`src/rtl/pmul_pkg.sv`:
```
// ----------------------------------------------------------------------------
// pmul_pkg
// Shared widths, codes and the control bundle that the top level broadcasts
// to every cell of the polynomial multiplier chain.
// ----------------------------------------------------------------------------
package pmul_pkg;

   localparam int COEF_W  = 16;   // coefficient field on the request channel
   localparam int POWER_W = 6;    // power field on the response channel
   localparam int TERM_W  = 37;   // product term field on the response channel
   localparam int CNT_W   = 6;    // coefficient counts and step counter

   localparam int MAX_TERMS_DEF = 32;
   localparam int COEF_BITS_DEF = 16;

   localparam logic OP_FIRST  = 1'b0;
   localparam logic OP_SECOND = 1'b1;

   typedef struct packed {
      logic             a_we;
      logic             b_we;
      logic [CNT_W-1:0] a_idx;
      logic [CNT_W-1:0] b_idx;
      logic [CNT_W-1:0] a_len;
      logic             step;
      logic             clear;
   } pmul_cell_ctrl_type;

endpackage

```
`src/rtl/pmul_cell.sv`:
```
// ----------------------------------------------------------------------------
// pmul_cell
// One tap of the transposed convolution chain. Holds one coefficient of
// each polynomial and one partial sum; on each step it adds its product to
// the partial sum handed down from its upper neighbor and passes its second
// polynomial coefficient one place toward the chain head.
// ----------------------------------------------------------------------------
module pmul_cell #(
   parameter int COEF_BITS = pmul_pkg::COEF_BITS_DEF,
   parameter int INDEX     = 0
) (
   input  logic                                clock,
   input  pmul_pkg::pmul_cell_ctrl_type        ctrl,
   input  logic signed [COEF_BITS-1:0]         wr_coef,
   input  logic signed [COEF_BITS-1:0]         x,
   input  logic signed [COEF_BITS-1:0]         b_next,
   input  logic signed [pmul_pkg::TERM_W-1:0]  acc_next,
   output logic signed [COEF_BITS-1:0]         b_out,
   output logic signed [pmul_pkg::TERM_W-1:0]  acc_out
);

   localparam int PROD_W = 2 * COEF_BITS;
   localparam logic [pmul_pkg::CNT_W-1:0] MY_IDX = pmul_pkg::CNT_W'(INDEX);

   logic signed [COEF_BITS-1:0]        a_ff;
   logic signed [COEF_BITS-1:0]        b_ff;
   logic signed [pmul_pkg::TERM_W-1:0] acc_ff;
   logic signed [pmul_pkg::TERM_W-1:0] acc_in;
   logic signed [PROD_W-1:0]           prod;
   logic signed [pmul_pkg::TERM_W-1:0] prod_ext;
   logic                               a_on;

   // taps above the first polynomial's length contribute nothing
   assign a_on = (MY_IDX < ctrl.a_len);
   assign prod = a_on ? (a_ff * x) : PROD_W'(0);

   generate
      if (PROD_W >= pmul_pkg::TERM_W) begin : g_trunc
         assign prod_ext = prod[pmul_pkg::TERM_W-1:0];
      end else begin : g_sext
         assign prod_ext = {{(pmul_pkg::TERM_W-PROD_W){prod[PROD_W-1]}}, prod};
      end
   endgenerate

   assign acc_in = acc_next + prod_ext;

   always_ff @(posedge clock) begin
      if (ctrl.a_we && (ctrl.a_idx == MY_IDX)) begin
         a_ff <= wr_coef;
      end
      if (ctrl.b_we && (ctrl.b_idx == MY_IDX)) begin
         b_ff <= wr_coef;
      end else if (ctrl.step) begin
         b_ff <= b_next;
      end
      if (ctrl.clear) begin
         acc_ff <= '0;
      end else if (ctrl.step) begin
         acc_ff <= acc_in;
      end
   end

   assign b_out   = b_ff;
   assign acc_out = acc_ff;

endmodule

```
`config.mk`:
```
export PLATFORM = sky130hd
export DESIGN_NAME = pmul_cell
export DESIGN_NICKNAME = d
export VERILOG_FILES = /design/src/rtl/pmul_pkg.sv /design/src/rtl/pmul_cell.sv
export SDC_FILE = /design/constraint.sdc
export NUM_CORES = 1
export LEC_CHECK = 0
export ABC_AREA = 0
export BUFFER_PORTS_ARGS = -buffer_cell sky130_fd_sc_hd__clkbuf_2
export CAP_MARGIN = 20
export CORE_MARGIN = 4
export CORE_UTILIZATION = 30
export DETAILED_ROUTE_END_ITERATION = 7
export GPL_TIMING_DRIVEN = 0
export PLACE_DENSITY = 0.53
export REMOVE_ABC_BUFFERS = 1
export SYNTH_ARGS = -nofsm -noshare
export SYNTH_HDL_FRONTEND = slang
export SYNTH_SLANG_ARGS = --single-unit
export TNS_END_PERCENT = 5
```
`constraint.sdc`:
```
create_clock -name clock -period 10.8 [get_ports clock]
set_input_delay 0.54 -clock clock [delete_from_list [all_inputs] [get_ports clock]]
set_output_delay 0.54 -clock clock [all_outputs]
set_load 0.03 [all_outputs]
```
; After elaboration in Yosys (flattened, before gate mapping)
; Index checks and enable logic that the tools add are counted.
[totals]
regBits = 69
latch_bits = 0
ramBits = 0
rom_bits = 0
input_bits = 108
out_inout_bits = 53
word_cells = 14
mem_count = 0
[classes]
addsub = 1
mul = 1
div = 0
n_lt_le_gt_ge = 1
eq_ne = 0
n_shift = 0
n_mux = 3
bitwise = 0
reduce_logical = 5
[op_table]
columns = operator, count
row1 = adder 37 x 32 -> 37 bit, 1
row2 = multiplier 16 x 16 -> 32 bit, 1
row3 = two-way mux 16 bit, 2
row4 = two-way mux 32 bit, 1
row5 = zero test 6 bit, 2
row6 = "< comparator 1 x 6 -> 1 bit, first input constant", 1
row7 = logical AND 1 bit, 2
row8 = nonzero test 2 bit, 1

; Depth between registers and ports, before layout
[depth]
word_depth = 3
mapped_depth = 33
mapped_depth_nobuf = 32

; Least setup slack after synthesis
; Ideal clock, no wire load.
[synth_timing]
path_kind = input to register
start = in x[1]
end = reg acc_ff (netlist bit acc_out[36])
setup_time_ns = 0.088
arrival_time_ns = 8.140
required_time_ns = 10.712
path_slack_ns = 2.572
path_stages = 29
path_buffers = 1
cell_sequence = clkbuf_1 > nand2_1 > fa_1 > fa_1 > fa_1 > fa_1 > inv_1 > fa_1 > fa_1 > ha_1 > or2_2 > nand4_1 > nor2_1 > a221oi_2 > o21ai_1 > a311oi_2 > o21ai_1 > o22a_1 > mux2i_1 > ha_1 > and2_1 > a221o_1 > a21oi_1 > nor2_1 > a21oi_1 > a311oi_2 > or3_1 > a21bo_1 > a311oi_2
[synth_via]
elab_chain_cells = 3
[synth_rtl]
columns = element, line
row1 = "start, declared", pmul_cell.sv:15  ; input logic signed [COEF_BITS-1:0] x,
row2 = multiplier 16 x 16 -> 32 bit, pmul_cell.sv:35  ; assign prod = a_on ? (a_ff * x) : PROD_W'(0);
row3 = two-way mux 32 bit, pmul_cell.sv:35
row4 = adder 37 x 32 -> 37 bit, pmul_cell.sv:45  ; assign acc_in = acc_next + prod_ext;
row5 = "end signal, assigned", pmul_cell.sv:59  ; acc_ff <= acc_in;
row6 = "end, declared", pmul_cell.sv:27  ; logic signed [pmul_pkg::TERM_W-1:0] acc_ff;
; No other way between the ends.
; A chain may end at the register's enable or synchronous reset.

; Final worst setup path
[layout_timing]
start = reg a_ff[10]
end = reg acc_ff (netlist bit acc_out[36])
[layout_via]
elab_chain_cells = 3
[layout_rtl]
columns = element, line
row1 = "start, declared", pmul_cell.sv:25  ; logic signed [COEF_BITS-1:0] a_ff;
row2 = "start signal, assigned", pmul_cell.sv:49  ; a_ff <= wr_coef;
row3 = multiplier 16 x 16 -> 32 bit, pmul_cell.sv:35
row4 = two-way mux 32 bit, pmul_cell.sv:35
row5 = adder 37 x 32 -> 37 bit, pmul_cell.sv:45
; No other way between the ends.

==> run_results.csv <==
group,metric,value,unit
run_status,status,"finished, final reports clean",
timing,grt_setup_unrepaired,"false",
logic_synthesis,synth_edf_count,32,
logic_synthesis,async_flop_share,0,%
logic_synthesis,synth_seq_cells,69,
placement,gp_congestion,0.850,
setup_path,critPathLaunchType,"register",
route,avgViaCountPerCell,4.81,
timing,slew_headroom,33.5,%
finish,nets,2178,
logic_synthesis,ys_types,73,
placement,hpwl,32.1,mm
clock_network,cts-buffers-inserted,9,
global_routing,grt_overflow,0,
global_routing,grt_antenna_before_repair,2,
logic_synthesis,ys_seq_area_share,11.9,%
setup_path,r2r_slack,1500,ps
die,core.rowCount,79,
timing,fin_crit_sh,86.1,%
setup_path,slowest_delay,820,ps
setup_path,end_kind,"register",
route,routed_wl,38.3,mm
timing,finalHoldViolations,0,
route,vias,11100,
setup_path,slowest_stage,"edfxtp_1",
global_routing,grt_max_degree,47,
timing,min_period,9300,ps
die,die_area,51400,um^2
clock_network,post_cts_buffers,0,
worst_hold_path,hold_path.class,"in2reg",
setup_path,worstPathMaxFanout,16,
timing,finalSetupViolations,0,
placement,io_buffer_count,160,
timing,slew_violations,0,
logic_synthesis,synthFlopType,"dfxtp_1",
timing,skew,17.3,ps
die,die_x,227,um
setup_path,path_class,"reg2reg",
clock_network,holdBufCountCts,0,
die,initial_utilization,30.6,%
worst_hold_path,hp-start,"wr_coef[13]",
setup_path,crit_required,11070,ps
logic_synthesis,synth_cells,1561,
clock_network,postCtsResizedCells,0,
die,ios,161,
timing,fmax,108,MHz
clock_network,htreeDepth,3,
timing,tightest_slew,995,ps
die,die_h,227,um
setup_path,timing.critical_path.to,"acc_out[36]$_SDFFE_PP0P_",
flow_run,maxCapViolCount,0,
route,drtAntennaViolNets,0,
setup_path,crit_path_start,"a_ff[10]$_DFFE_PP_",
route,routedWlPerCell,16.7,um
die,core,47000,um^2
clock_network,clkTransAtPathRegs,70,ps
setup_path,regToRegStartpoint,"a_ff[10]$_DFFE_PP_",
route,first_iter_violations,656,
clock_network,clock_latency,370,ps
clock_network,cts_sinks,69,
logic_synthesis,synth_area_per_cell,9.19,um^2
setup_path,reg2reg_depth,28,
logic_synthesis,synth_warnings,0,
finish,drive_gt1_share,13.1,%
setup_path,crit_top_cell,"fa_1",
route,drt_first_pass_iters,5,
clock_network,cts_tree,"yes",
timing,fin_setup_tns,0,ps
global_routing,grt_pass1_vias,11900,
clock_network,cts_buffer_depth,2,
finish,area_growth,12.3,%
clock_network,clock-root-buffer,"clkbuf_16",
setup_path,r2r-end,"acc_out[36]$_SDFFE_PP0P_",
global_routing,grt_first_pass_wirelength,63.1,mm
setup_path,crit_arrival,9570,ps
route,drc,0,
logic_synthesis,syn-cell-area,14400,um^2
global_routing,grt_util_all_layers,15.5,%
state kept, by name, indices dropped and copies added, names as in the netlist:
name     count
b_out       16
a_ff        16
acc_out     37
through the flow:
stage                     util, %  hold slack (ps)  area, um^2  worst slack (ps)  std cells
after floorplan                 -              586       14200              2760       1514
after global placement       33.5              454       15700              1480       2281
after detailed placement     33.6              462       15800              1500       2284
after CTS                    34.3              342       16100              1470       2300
after global routing         34.3              349       16100               976       2301
final                        34.3              360       16100              1500       2302
how the worst min path moves through the flow:
stage	endpoint	slack, ps	depth (start not counted)
after global routing	a_ff[13]$_DFFE_PP_	350	1
after global placement	acc_out[14]$_SDFFE_PP0P_	450	2
after floorplan	acc_out[10]$_SDFFE_PP0P_	590	2
final	a_ff[13]$_DFFE_PP_	360	1
after detailed placement	acc_out[16]$_SDFFE_PP0P_	460	2
after CTS	a_ff[13]$_DFFE_PP_	340	1
routing by layer:
layer,global-route usage (%),vias up,part of all wire [%]
met5,0,-,0.057
met4,2.47,4,1.0
met3,3.13,30,5.8
met2,25.4,258,47
met1,21.7,5584,46
li1,-,5192,-
placed cells by master, fill, tap and decap left out, types with 35 or more instances in the layout:
cell / count
nor2_1: 85
xnor2_1: 35
ha_1: 118
clkbuf_2: 160
nand2_1: 156
inv_1: 303
dfxtp_1: 37
fa_1: 263
a21oi_1: 50
and2_1: 136
critical path, delay by kind of cell (launching register included):
kind	cells	cell delay (ps)
and+or+nand+nor	8	1490
buffers and inverters	1	80
AOI/OAI and AO/OA	10	2740
xor gates and xnor gates	1	190
DFF	1	820
adders and majority gates	8	3910
cells by family after synthesis:
logic type                 count (synthesis)  share of synthesized area [%]
AOI/OAI and AO/OA                        190                           9.10
muxes                                     38                           2.79
DFF                                       69                           11.9
and+or+nand+nor                          478                           16.8
buffers and inverters                    351                           9.18
xor gates and xnor gates                  54                           3.30
adders and majority gates                381                           47.0
area by class of cell:
type                            instances  area (um^2)
Antenna cell                            1         2.50
Clock buffer                           10          229
Clock inverter                          6         87.6
Fill cell                            4817        30800
Inverter                              304         1140
Multi-Input combinational cell       1141        11300
Sequential cell                        69         1700
Tap cell                              607          759
Timing Repair Buffer                  164          856
synth_stat cells, types with 4 or more instances:
cell | instances | share of area, %
inv_1 | 303 | 7.9
fa_1 | 263 | 37
nand2_1 | 156 | 4.1
and2_1 | 136 | 5.9
ha_1 | 118 | 10
nor2_1 | 85 | 2.2
a21oi_1 | 50 | 1.7
clkbuf_1 | 44 | 1.2
dfxtp_1 | 37 | 5.2
xnor2_1 | 35 | 2.1
edfxtp_1 | 32 | 6.7
o21ai_0 | 31 | 1.1
mux2i_1 | 22 | 1.5
a21o_1 | 21 | 1.1
nor3_1 | 20 | 0.70
xor2_1 | 19 | 1.2
mux2_2 | 16 | 1.3
nand2b_1 | 15 | 0.65
a31oi_1 | 12 | 0.52
o21a_1 | 11 | 0.58
nand3_1 | 9 | 0.31
a211oi_1 | 8 | 0.42
nor3b_1 | 6 | 0.31
and3_1 | 5 | 0.22
nand3b_1 | 5 | 0.26
nand4_1 | 5 | 0.22
nor2b_1 | 5 | 0.22
nor4_1 | 5 | 0.22
or3_1 | 5 | 0.22
a21boi_0 | 4 | 0.21
o211ai_1 | 4 | 0.21
o21ai_1 | 4 | 0.14
o31ai_1 | 4 | 0.21
or2_2 | 4 | 0.17
or4_1 | 4 | 0.21
Power is left out: the tool's default activity adds up to more than one toggle a clock period on the data nets, which glitch-free logic cannot reach.
